### config.mk
export PLATFORM = sky130hd
export DESIGN_NAME = sbox_difference_distribution_row
export DESIGN_NICKNAME = d
export VERILOG_FILES = /design/src/sv/sddr_pkg.sv /design/src/sv/sbox_difference_distribution_row.sv /design/src/sv/sddr_ctrl.sv /design/src/sv/sddr_dp.sv
export SDC_FILE = /design/constraint.sdc
export NUM_CORES = 1
export LEC_CHECK = 0
export BUFFER_PORTS_ARGS = -buffer_cell sky130_fd_sc_hd__buf_2
export CORE_MARGIN = 10
export CORE_UTILIZATION = 45
export CTS_CLUSTER_DIAMETER = 80
export DETAILED_ROUTE_END_ITERATION = 10
export GPL_TIMING_DRIVEN = 1
export PLACE_DENSITY = 0.6
export SLEW_MARGIN = 5
export SYNTH_ARGS = -nofsm -noshare
export SYNTH_HDL_FRONTEND = slang
export SYNTH_SLANG_ARGS = --single-unit
### constraint.sdc
create_clock -name clk_i -period 9.92 [get_ports clk_i]
set_input_delay 0 -clock clk_i [delete_from_list [all_inputs] [get_ports clk_i]]
set_output_delay 0 -clock clk_i [all_outputs]
set_load 0.02 [all_outputs]
### src/sv/sddr_pkg.sv
// ----------------------------------------------------------------------------
// sddr_pkg
// Shared widths, register indexes and controller/datapath signal groups for
// the S-box difference distribution row block.
// ----------------------------------------------------------------------------
package sddr_pkg;

  localparam int DIFF_W      = 6;   // input difference width
  localparam int OD_W        = 4;   // output difference width
  localparam int CNT_W       = 7;   // pair count width, holds 0..64
  localparam int ROW_W       = 64;  // one S-box row register
  localparam int NUM_ROWS    = 4;
  localparam int NUM_OD      = 16;  // number of output differences
  localparam int IDX_W       = 3;   // config register index width
  localparam int IN_TDATA_W  = 8;
  localparam int OUT_TDATA_W = 16;

  localparam logic [IDX_W-1:0] REG_SBOX_ROW_0 = 3'd0;
  localparam logic [IDX_W-1:0] REG_SBOX_ROW_1 = 3'd1;
  localparam logic [IDX_W-1:0] REG_SBOX_ROW_2 = 3'd2;
  localparam logic [IDX_W-1:0] REG_SBOX_ROW_3 = 3'd3;

  // Controller to datapath
  typedef struct packed {
    logic start;     // latch difference, clear counters, rewind indexes
    logic count_en;  // tally one x and advance
    logic emit_adv;  // advance to the next output difference
  } sddr_cmd_t;

  // Datapath to controller
  typedef struct packed {
    logic x_last;    // sweep is at x = 63
    logic j_last;    // emit index is at output difference 15
  } sddr_sts_t;

endpackage

### src/sv/sbox_difference_distribution_row.sv
// ----------------------------------------------------------------------------
// sbox_difference_distribution_row
// One row of the difference distribution table of a 6-to-4 S-box held in
// four configuration rows.
//
//   channel  | dir | payload                                   | handshake
//   ---------+-----+-------------------------------------------+-----------------
//   s_axis   | in  | tdata[5:0] input_difference               | tvalid/tready
//   m_axis   | out | tdata[3:0] output_difference,             | tvalid/tready
//            |     | tdata[10:4] pair_count, tlast last_of_run |
//   cfg      | in  | cfg_idx_i selects row 0..3, cfg_wdata_i   | cfg_we_i
//
// One request runs in order: the accept, then the x sweep counter over all
// 64 inputs (one x per cycle through the two S-box lookups), then the
// sixteen results from the emit index.
// Reset clears the S-box rows to zero and returns the sequencer to idle.
// A stalled result holds the sequencer; no new request is taken until the
// sixteenth result has gone out.
// ----------------------------------------------------------------------------
module sbox_difference_distribution_row (
  input  logic                               clk_i,
  input  logic                               rst_ni,
  input  logic                               s_axis_tvalid_i,
  output logic                               s_axis_tready_o,
  // [5:0] input_difference, [7:6] zero
  input  logic [sddr_pkg::IN_TDATA_W-1:0]    s_axis_tdata_i,
  output logic                               m_axis_tvalid_o,
  input  logic                               m_axis_tready_i,
  // [3:0] output_difference, [10:4] pair_count, [15:11] zero
  output logic [sddr_pkg::OUT_TDATA_W-1:0]   m_axis_tdata_o,
  output logic                               m_axis_tlast_o,
  input  logic                               cfg_we_i,
  input  logic [sddr_pkg::IDX_W-1:0]         cfg_idx_i,
  input  logic [sddr_pkg::ROW_W-1:0]         cfg_wdata_i
);

  sddr_pkg::sddr_cmd_t             cmd;
  sddr_pkg::sddr_sts_t             sts;
  logic [sddr_pkg::OD_W-1:0]       od;
  logic [sddr_pkg::CNT_W-1:0]      count;

  sddr_ctrl u_ctrl (
    .clk_i       (clk_i),
    .rst_ni      (rst_ni),
    .in_valid_i  (s_axis_tvalid_i),
    .in_ready_o  (s_axis_tready_o),
    .out_valid_o (m_axis_tvalid_o),
    .out_ready_i (m_axis_tready_i),
    .sts_i       (sts),
    .cmd_o       (cmd)
  );

  sddr_dp u_dp (
    .clk_i       (clk_i),
    .rst_ni      (rst_ni),
    .cfg_we_i    (cfg_we_i),
    .cfg_idx_i   (cfg_idx_i),
    .cfg_wdata_i (cfg_wdata_i),
    .diff_i      (s_axis_tdata_i[sddr_pkg::DIFF_W-1:0]),
    .cmd_i       (cmd),
    .sts_o       (sts),
    .od_o        (od),
    .count_o     (count)
  );

  assign m_axis_tdata_o = {{(sddr_pkg::OUT_TDATA_W - sddr_pkg::CNT_W - sddr_pkg::OD_W){1'b0}},
                           count, od};
  assign m_axis_tlast_o = sts.j_last;

endmodule

### src/sv/sddr_ctrl.sv
// ----------------------------------------------------------------------------
// sddr_ctrl
// Sequencer: accept one request, sweep all 64 inputs, then emit the sixteen
// counts under the output handshake.
// ----------------------------------------------------------------------------
module sddr_ctrl (
  input  logic                clk_i,
  input  logic                rst_ni,
  input  logic                in_valid_i,
  output logic                in_ready_o,
  output logic                out_valid_o,
  input  logic                out_ready_i,
  input  sddr_pkg::sddr_sts_t sts_i,
  output sddr_pkg::sddr_cmd_t cmd_o
);

  localparam logic [1:0] ST_IDLE  = 2'd0;
  localparam logic [1:0] ST_COUNT = 2'd1;
  localparam logic [1:0] ST_EMIT  = 2'd2;

  logic [1:0] state_q, state_d;

  always_comb begin
    state_d        = state_q;
    in_ready_o     = 1'b0;
    out_valid_o    = 1'b0;
    cmd_o.start    = 1'b0;
    cmd_o.count_en = 1'b0;
    cmd_o.emit_adv = 1'b0;
    case (state_q)
      ST_IDLE: begin
        in_ready_o = 1'b1;
        if (in_valid_i) begin
          cmd_o.start = 1'b1;
          state_d     = ST_COUNT;
        end
      end
      ST_COUNT: begin
        cmd_o.count_en = 1'b1;
        if (sts_i.x_last) begin
          state_d = ST_EMIT;
        end
      end
      ST_EMIT: begin
        out_valid_o = 1'b1;
        if (out_ready_i) begin
          cmd_o.emit_adv = 1'b1;
          if (sts_i.j_last) begin
            state_d = ST_IDLE;
          end
        end
      end
      default: begin
        state_d = ST_IDLE;
      end
    endcase
  end

  always_ff @(posedge clk_i or negedge rst_ni) begin
    if (!rst_ni) begin
      state_q <= ST_IDLE;
    end else begin
      state_q <= state_d;
    end
  end

  // A taken request blocks further requests until the run is delivered
  a_busy_after_accept: assert property (@(posedge clk_i) disable iff (!rst_ni)
    in_valid_i && in_ready_o |=> !in_ready_o)
    else $error("request accepted while a run is in progress");

  // The final result of a run frees the input side
  a_ready_after_last: assert property (@(posedge clk_i) disable iff (!rst_ni)
    out_valid_o && out_ready_i && sts_i.j_last |=> in_ready_o && !out_valid_o)
    else $error("input not ready after the last result");

  a_no_overlap: assert property (@(posedge clk_i) disable iff (!rst_ni)
    cmd_o.count_en |-> !out_valid_o && !in_ready_o)
    else $error("sweep overlaps a handshake phase");

endmodule

### src/sv/sddr_dp.sv
// ----------------------------------------------------------------------------
// sddr_dp
// Datapath: S-box row registers, input sweep counter, two S-box lookups,
// sixteen pair counters and the emit index.
// ----------------------------------------------------------------------------
module sddr_dp (
  input  logic                              clk_i,
  input  logic                              rst_ni,
  input  logic                              cfg_we_i,
  input  logic [sddr_pkg::IDX_W-1:0]        cfg_idx_i,
  input  logic [sddr_pkg::ROW_W-1:0]        cfg_wdata_i,
  input  logic [sddr_pkg::DIFF_W-1:0]       diff_i,
  input  sddr_pkg::sddr_cmd_t               cmd_i,
  output sddr_pkg::sddr_sts_t               sts_o,
  output logic [sddr_pkg::OD_W-1:0]         od_o,
  output logic [sddr_pkg::CNT_W-1:0]        count_o
);

  logic [sddr_pkg::ROW_W-1:0]  sbox_q [sddr_pkg::NUM_ROWS];
  logic [sddr_pkg::DIFF_W-1:0] diff_q;
  logic [sddr_pkg::DIFF_W-1:0] x_q;
  logic [sddr_pkg::OD_W-1:0]   j_q;
  logic [sddr_pkg::CNT_W-1:0]  cnt_q [sddr_pkg::NUM_OD];
  logic [sddr_pkg::OD_W-1:0]   s_a, s_b, od;
  logic [sddr_pkg::DIFF_W-1:0] x_b;

  function automatic logic [sddr_pkg::OD_W-1:0] lookup(
    input logic [sddr_pkg::ROW_W-1:0]  row_word,
    input logic [sddr_pkg::DIFF_W-1:0] x
  );
    logic [3:0] col;
    col = x[4:1];
    return row_word[{col, 2'b00} +: sddr_pkg::OD_W];
  endfunction

  // Row comes from the outer bits 5 and 0
  always_comb begin
    x_b = x_q ^ diff_q;
    s_a = lookup(sbox_q[{x_q[5], x_q[0]}], x_q);
    s_b = lookup(sbox_q[{x_b[5], x_b[0]}], x_b);
    od  = s_a ^ s_b;
  end

  always_ff @(posedge clk_i or negedge rst_ni) begin
    if (!rst_ni) begin
      for (int r = 0; r < sddr_pkg::NUM_ROWS; r++) begin
        sbox_q[r] <= '0;
      end
    end else if (cfg_we_i) begin
      case (cfg_idx_i)
        sddr_pkg::REG_SBOX_ROW_0: sbox_q[0] <= cfg_wdata_i;
        sddr_pkg::REG_SBOX_ROW_1: sbox_q[1] <= cfg_wdata_i;
        sddr_pkg::REG_SBOX_ROW_2: sbox_q[2] <= cfg_wdata_i;
        sddr_pkg::REG_SBOX_ROW_3: sbox_q[3] <= cfg_wdata_i;
        default: ;  // drop writes beyond the register list
      endcase
    end
  end

  always_ff @(posedge clk_i) begin
    if (cmd_i.start) begin
      diff_q <= diff_i;
      x_q    <= '0;
      j_q    <= '0;
    end else begin
      if (cmd_i.count_en) begin
        x_q <= x_q + sddr_pkg::DIFF_W'(1);
      end
      if (cmd_i.emit_adv) begin
        j_q <= j_q + sddr_pkg::OD_W'(1);
      end
    end
  end

  always_ff @(posedge clk_i) begin
    for (int k = 0; k < sddr_pkg::NUM_OD; k++) begin
      if (cmd_i.start) begin
        cnt_q[k] <= '0;
      end else if (cmd_i.count_en && (od == sddr_pkg::OD_W'(k))) begin
        cnt_q[k] <= cnt_q[k] + sddr_pkg::CNT_W'(1);
      end
    end
  end

  assign sts_o.x_last = (x_q == {sddr_pkg::DIFF_W{1'b1}});
  assign sts_o.j_last = (j_q == {sddr_pkg::OD_W{1'b1}});
  assign od_o         = j_q;
  assign count_o      = cnt_q[j_q];

  a_rewind: assert property (@(posedge clk_i) disable iff (!rst_ni)
    cmd_i.start |=> x_q == '0 && j_q == '0)
    else $error("indexes not rewound at run start");

  a_sweep_step: assert property (@(posedge clk_i) disable iff (!rst_ni)
    cmd_i.count_en && !cmd_i.start |=> x_q == $past(x_q) + sddr_pkg::DIFF_W'(1))
    else $error("sweep counter skipped");

  a_count_bound: assert property (@(posedge clk_i) disable iff (!rst_ni)
    cmd_i.emit_adv |-> count_o <= sddr_pkg::CNT_W'(64))
    else $error("pair count above 64");

endmodule
# Word-level counts from Yosys, hierarchy flattened
# Memories as Yosys holds them, arrays and structs flattened. A register that Yosys moved wholly into a read port is not among the register bits.
# Cells that the tools add are included.
# op_classes
bitwise	20
n_eq_ne	26
muxes	86
order_cmp	2
reduce_logical	24
n_addsub	18
shift	2
# op_table
cell	count
$bmux W64 S2	2
$mux W64	4
$shiftx A64 B7 Y4	2
$add A7 B1 Y7 const B	16
$mux W7	16
$mux W1	57
$eq A4 B4 Y1 const B	9
$eq A4 B3 Y1 const B	4
$logic_and A1 B1 Y1	16
$or A1 B1 Y1	16
$eq A4 B2 Y1 const B	2
$mux W2	4
$mux W4	2
$ne A2 B2 Y1 const B	4
$reduce_and A2 Y1	4
$add A6 B1 Y6 const B	1
$eq A3 B2 Y1 const B	2
$eq A6 B6 Y1 const B	1
$ge A3 B3 Y1 const B	2
$not A2 Y3	2
$pmux W2 S3	1
$xor A6 B6 Y6	1
$add A4 B1 Y4 const B	1
$eq A4 B1 Y1 const B	1
other kinds (8)	8
# totals
register_bits	274
inputBits	80
wordCells	187
ram_bits	112
memories	1
# mem_list
memory	depth	word_bits	read_ports	rd_clocked_by_memory_dff	write_ports	line_no	source
u_dp.cnt_q	16	7	17	1	16	sddr_dp.sv:23	logic [sddr_pkg::CNT_W-1:0] cnt_q [sddr_pkg::NUM_OD];

# Depth between registers and ports, before layout
# Gate-level depths: netlist of the first run.
# depth
word_depth	13
ltp_mapped	12
mapped_depth_nobuf	8

# Cells and area by module
# A second synthesis of the first run with hierarchy kept.
# hier_totals
cells_unflattened	1455
hier_area_um2	21435.6
# by_module_without_submodules
mod	seq_area_each_um2	cells_per_inst	instances	area_per_inst_um2
sddr_dp	10229.8	1438	1	21290.4
sddr_ctrl	50.0	11	1	103.8
sbox_difference_distribution_row	0.0	6	1	41.3

# Worst setup path before layout of the first run
# OpenSTA, ideal clock, no wires.
# synth_timing
path_type	register to register
from	register u_dp.x_q[0] in the netlist's numbering
to	memory u_dp.cnt_q[11][0] in the netlist's numbering, enable pin
t_arrival_ps	3182
setup_ps	381
stages_incl_launch_ff	12
path_buffers	3
setup_slack_ps	6358
path_cell_list	dfxtp_1 buf_6 buf_6 mux4_2 mux4_2 mux2i_1 nor2_1 a21oi_1 and4_1 o211ai_1 buf_2 o21ai_0
# synth_rtl
element	line_no	source
start, declared	sddr_dp.sv:21	logic [sddr_pkg::DIFF_W-1:0] x_q;
start signal, assigned	sddr_dp.sv:67	x_q <= x_q + sddr_pkg::DIFF_W'(1);
end, declared	sddr_dp.sv:23	

==> summary.txt, run 1 <==
Timing
  – Worst slew pin tran: 1.14 ns
  – Min Clock Period, post-route: 5.38 ns
  – Fmax: 0.186 GHz
  – RSZ-0062 raised after global routing: false
  – Tcrit/Tclk final: 54.2%
  – Max-slew violation count: 0
  – Final hold vios: 0
  – Final Setup Violations: 0
  – Fin Clk Skew: 0.0162 ns
  – TNS Setup: 0 ns
  – Worst rel slew slack: 23.9%

Yosys
  – Async SR Flop Fraction: 66.2%
  – Top-count cell post-synth: mux2_2
  – Yosys top cell by area: dfrtp_1
  – Synth Cell Area: 21200 um2
  – Post-synthesis sequential area ratio: 48.4%
  – Syn avg cell area: 14.4 um2
  – Cells after Synth: 1477
  – Post-synth top area share: 30.4%
  – Seq cells post-synth: 390
  – Top post-synthesis cells by count: 269 x mux2_2, 258 x dfrtp_1, 166 x mux4_2
  – Top cells by area, synth: dfrtp_1 30%, mux4_2 18%, edfxtp_1 17%, mux2_2 14%, xnor2_1 2.3%
  – Predominant post-synthesis flop cell: dfrtp_1
  – Syn. warnings: 0
  – Post-synth EDFFs: 118
  – Distinct cells, synth: 55

Clocking
  – CTS tree: done
  – Postcts setup bufs: 0
  – Clock sinks: 390
  – # resized after CTS: 0
  – H-Tree Depth: 2
  – CTS Hold Bufs: 72
  – Clock network latency to the later pin of the worst-skew pair: 0.57 ns
  – Clock root cell: clkbuf_16
  – Max clock buf depth: 3
  – CTS Buf Count: 45
  – Clk slew on worst S/H paths: 0.06 ns

Floorplan
  – CORE AREA: 46600 um2
  – Die W: 237 um
  – Top-Level Pins: 99
  – Row Count: 79
  – Die ar.: 56300 um2
  – Die span in y: 237 um
  – Initial Util: 45.6%

Worst hold path
  – Min-Delay Path Class: in -> async

Outcome
  – Status: finished clean

Finish
  – Sequential standard cell area: 10300 um2
  – Area Overhead vs Synth: 15.1%
  – Share of cells above drive strength 1: 41.4%
  – Multi-input logic area: 10400 um2
  – Final #Nets: 1714
  – # fillers: 3911
  – Non-Filler Instances: 2261

Power and ir drop
  – Total leakage power: 9.10 nW
  – Pwr dens: 352 nW/um2
  – Maximum vdd ir drop: 0.000342 V
  – Total Power: 8.60 mW

Critical path
  – Startpoint types: register
  – Worst-path maximum fanout: 42
  – Setup crit start: u_dp.x_q[5]
  – Reg-to-reg endpoint: u_dp.cnt_q[2][6]
  – WS Path Type: reg -> reg
  – WP data arrival: 5.57 ns
  – Setup slack, reg-to-reg: 4.54 ns
  – Worst EP required: 10.11 ns
  – CP endpoint kind: register
  – Worst reg2reg path depth: 10
  – FF-to-FF Start: u_dp.x_q[5]

Routing
  – Post-route ant nets: 0
  – Via Count: 13400
  – Initial DRC count: 961
  – DRC viols: 0
  – Vias per cell: 5.93
  – WL/cell: 23.7 um
  – Pre-antenna DRT Iters: 5
  – WL final: 53500 um

Placed design
  – Port bufs: 91
  – Gpl congestion: 0.806
  – Placed cell count: 2104
  – DP HPWL: 33700 um

Global route
  – GRT Overall Usage: 19.1%
  – Wire length of the first global-routing pass: 85500 um
  – Antenna violations before repair: 2
  – Overflow after GRT: 0
  – Largest net degree at the start of global routing: 150
  – Vias in the first global route: 14500

Flow run
  – Maxcap violations: 0
==> routing by layer <==
metal | global-route usage, % | up-vias | part of all wire, %
met3 | 3.46 | 75 | 4.6
met1 | 25.4 | 7034 | 44
li1 | - | 5980 | -
met2 | 31.9 | 314 | 50
met4 | 4.86 | 0 | 2.1
met5 | 0 | - | 0
==> kinds of logic after synthesis <==
logic type | after synthesis | synth area share (%)
AO/OA/AOI/OAI | 92 | 2.86
XOR/XNOR | 99 | 4.12
adder cells (fa/ha/maj) | 18 | 1.06
buffers and inverters | 125 | 2.85
flip-flops | 390 | 48.4
multiplexers | 455 | 32.8
other | 1 | 0.0177
AND/OR/NAND/NOR | 297 | 7.84
==> area by class of cell <==
cell class,instances,area share [%]
clock inverters,18,0.456
diodes,2,0.0205
flip-flops and latches,390,42.1
inverters,18,0.277
clock buffers,65,5.42
multi-input cells,966,42.7
repair buffers,195,5.89
well taps,607,3.11
==> critical path, cell delays in order (launching register included) <==
cell and delay [ns]:
dfxtp_4 0.72, xor2_4 0.75, buf_4 0.72, mux4_2 0.41
mux2i_1 0.38, o21ai_0 0.24, o22a_1 0.27, a21oi_1 0.24
o22ai_2 0.11, buf_4 0.27, o21ai_0 0.81
==> state kept, by name (all words and copies together) (netlist names), named ones only <==
register	count
u_ctrl.state_q	2
u_dp.od_o	4
u_dp.sbox_q	256
u_dp.cnt_q	112
u_dp.x_q	6
u_dp.diff_q	6
==> cells in the final DEF (no fill, tap or decap), drive strengths merged, types with 3 or more instances in the layout <==
| master | count |
|---|---|
| mux2 | 269 |
| dfrtp | 258 |
| mux4 | 166 |
| buf | 123 |
| nor3 | 119 |
| edfxtp | 118 |
| dlygate4sd3 | 72 |
| clkbuf | 65 |
| xnor2 | 55 |
| nand3 | 53 |
| nor2 | 45 |
| xor2 | 44 |
| nand2 | 40 |
| o21ai | 31 |
| a22oi | 21 |
| mux2i | 20 |
| inv | 19 |
| and3 | 18 |
| ha | 18 |
| clkinv | 15 |
| dfxtp | 14 |
| a21oi | 10 |
| nand4 | 7 |
| nor2b | 6 |
| conb | 5 |
| o22ai | 4 |
| o21a | 3 |
| a31oi | 3 |
| a211oi | 3 |
==> per-stage QoR <==
stage / utilization, % / hold WS [ns] / area [um2] / setup slack (ns)
6_report: 52.5 / 0.0535 / 24400 / 4.54
2_1_floorplan: - / -0.296 / 21200 / 6.36
4_1_cts: 52.5 / 0.0963 / 24400 / 4.54
3_3_place_gp: 47.8 / 0.122 / 22300 / 4.56
5_1_grt: 52.5 / 0.136 / 24400 / 4.32
3_5_place_dp: 47.8 / 0.135 / 22300 / 4.56
==> power by group <==
| group | switching (mW) | internal (mW) |
|---|---|---|
| registers | 0.524 | 2.38 |
| logic | 2.40 | 1.69 |
| clock network | 0.668 | 0.949 |
==> how the worst max path moves through the flow <==
stage | to | slack [ns] | cells past startpoint
2_1_floorplan | u_dp.cnt_q[11][0] | 6.36 | 11
5_1_grt | u_dp.cnt_q[2][0] | 4.32 | 10
4_1_cts | u_dp.cnt_q[2][1] | 4.54 | 10
3_3_place_gp | u_dp.cnt_q[2][3] | 4.56 | 10
6_report | u_dp.cnt_q[2][6] | 4.54 | 10
3_5_place_dp | u_dp.cnt_q[2][6] | 4.56 | 10
Note: power is estimated with default switching activity, not from simulation.
==> inputs of run 2 (changes only) <==
Settings changed: PLACE_DENSITY 0.6 to 0.63.
Clock period 9.92 ns to 4.83 ns, I/O delays scaled along.
==> run 2 against run 1 <==
Fmax up 28%. Count of clock-buffer cells in the layout up 4. Utilization increased by 0.59 points. Clock skew up 0.0025 ns. Wire length is 0.86% lower. Die area did not move. Critical path depth shrank 2. Via count grew 1.3%. Sequential cell count is the same. Sequential share of layout area is 0.47 points lower. Combinational power up 120%. Cell count is 0.84% higher. Largest cell class unchanged.
==> summary.txt, run 2 (synthesized netlist as in run 1, its figures left out) <==
Finish
  – Share of cells above drive strength 1: 42.2%
  – Most frequent cells in the layout: 269 x mux2_2, 258 x dfrtp_1, 166 x mux4_2
  – Non-Filler Instances: 2280
  – Commonest non-fill, non-tap cell in the layout: mux2_2
  – Final #Nets: 1737
  – Fin area: 24700 um2
  – Max reg flops: 256
  – Largest regs: u_dp.sbox_q (256), u_dp.cnt_q (112)
  – Area Overhead vs Synth: 16.4%
  – Largest Register: u_dp.sbox_q
  – N_diodes: 0
  – Utilization after layout: 53.1%

Critical path
  – WS Path Type: reg -> reg
  – Worst-path maximum fanout: 11
  – FF-to-FF Start: u_dp.x_q[1]
  – CP endpoint kind: register
  – Startpoint types: register
  – Reg-to-reg endpoint: u_dp.cnt_q[5][4]
  – Worst EP required: 5.03 ns
  – WP data arrival: 4.40 ns
  – Setup slack, reg-to-reg: 0.63 ns
  – Worst reg2reg path depth: 8

Routing
  – WL final: 53100 um
  – WL/cell: 23.3 um
  – DRC viols: 0
  – Pre-antenna DRT Iters: 7
  – Initial DRC count: 1124
  – Post-route ant nets: 0
  – Vias per cell: 5.95
  – Via Count: 13600

Timing
  – Worst rel slew slack: 24.3%
  – Fmax: 0.238 GHz
  – TNS Setup: 0 ns
  – Final hold vios: 0
  – Worst slew pin tran: 1.13 ns
  – RSZ-0062 raised after global routing: false
  – Max-slew violation count: 0
  – Final WS setup: 0.631 ns
  – Final Setup Violations: 0
  – Tcrit/Tclk final: 86.9%
  – Min Clock Period, post-route: 4.20 ns
  – Fin Clk Skew: 0.0187 ns

Clocking
  – CTS tree: done
  – Clock network latency to the later pin of the worst-skew pair: 0.58 ns
  – Max clock buf depth: 3
  – CTS Hold Bufs: 72
  – Clock sinks: 390
  – # resized after CTS: 0
  – Clock root cell: clkbuf_16
  – Postcts setup bufs: 0
  – H-Tree Depth: 2
  – Clk slew on worst S/H paths: 0.06 ns
  – CTS Buf Count: 45

Placed design
  – Gpl congestion: 0.833
  – Place WS: 0.604 ns
  – Placed cell count: 2127
  – Port bufs: 91
  – DP HPWL: 35100 um
  – Post-DP Area: 22500 um2

Power and ir drop
  – Combinational power share: 49.4%
  – Total leakage power: 9.25 nW
  – Sw frac: 41.1%
  – Sequential power share: 32.2%
  – Clock power frac: 18.4%
  – NetSw: 7.49 mW
  – Maximum vdd ir drop: 0.000546 V
  – Pwr dens: 737 nW/um2
  – Internal power: 10.7 mW

Floorplan
  – Die span in y: 237 um
  – CORE AREA: 46600 um2
  – Top-Level Pins: 99
  – Die W: 237 um
  – Initial Util: 45.6%
  – Die ar.: 56300 um2
  – Row Count: 79

Outcome
  – Status: finished clean

Global route
  – Wire length of the first global-routing pass: 85100 um
  – GRT Overall Usage: 18.9%
  – Vias in the first global route: 14500
  – Largest net degree at the start of global routing: 133
  – Antenna violations before repair: 1
  – Overflow after GRT: 0

Flow run
  – Maxcap violations: 0

Worst hold path
  – Min-Delay Path Class: in -> async
-- run 2: cell types whose count changed in the layout (fill, tap and decap cells not counted), moves of 2 or more --
cell	previous run	this run
clkinv_1	8	2
diode_2	2	0
o21ai_2	2	0
clkbuf_1	10	15
buf_4	31	47
buf_12	1	8
o21ai_4	0	2
-- run 2: power by group through the flow --
stage               clock network (mW)  logic (mW)  registers (mW)
detailed placement                   0        8.98            5.91
CTS                               3.44        9.05            5.86
global route                      3.57        9.73            6.02
floorplan                            0        6.56            5.49
finish                            3.35        9.00            5.87
global placement                     0        8.83            5.85
-- run 2: worst max path at each step --
stage                start                 to  slack (ns)
2_1_floorplan  u_dp.x_q[0]  u_dp.cnt_q[11][0]        1.27
3_3_place_gp   u_dp.x_q[1]   u_dp.cnt_q[0][6]        0.70
3_5_place_dp   u_dp.x_q[1]   u_dp.cnt_q[0][3]        0.60
4_1_cts        u_dp.x_q[1]   u_dp.cnt_q[0][3]        0.58
5_1_grt        u_dp.x_q[1]   u_dp.cnt_q[0][3]        0.34
6_report       u_dp.x_q[1]   u_dp.cnt_q[5][4]        0.63
-- run 2: per-stage QoR --
step                      hold WS, ns  power [mW]
after detailed placement        0.202        14.9
after floorplan                -0.296        12.0
after global routing            0.134        19.3
after global placement          0.197        14.7
after CTS                      0.0894        18.3
final                           0.105        18.2
-- run 2: cell type report --
class                   count  area (um2)
clock buffers              69        1330
clock inverters            12         113
fillers                  3870       21800
inverters                  18        67.6
multi-input cells         966       10500
flip-flops and latches    390       10300
well taps                 607         759
repair buffers            218        1700
-- run 2: worst max-delay path, stage by stage (launching register included) --
cell and delay, ns:
dfxtp_2 0.62, xor2_2 0.28, nor2_1 0.84, a22oi_1 0.28, nand2_1 0.16, o22ai_1 0.11
nor3_1 0.33, o211ai_1 0.42, o21ai_1 0.76
-- run 2: routing by layer --
metal | global-route usage [%] | part of all wire (%) | vias up
met5 | 0 | 0.024 | -
met4 | 5.85 | 2.4 | 2
met3 | 2.87 | 5.0 | 88
met2 | 31.6 | 50 | 391
met1 | 25.1 | 43 | 7076
li1 | - | - | 6016
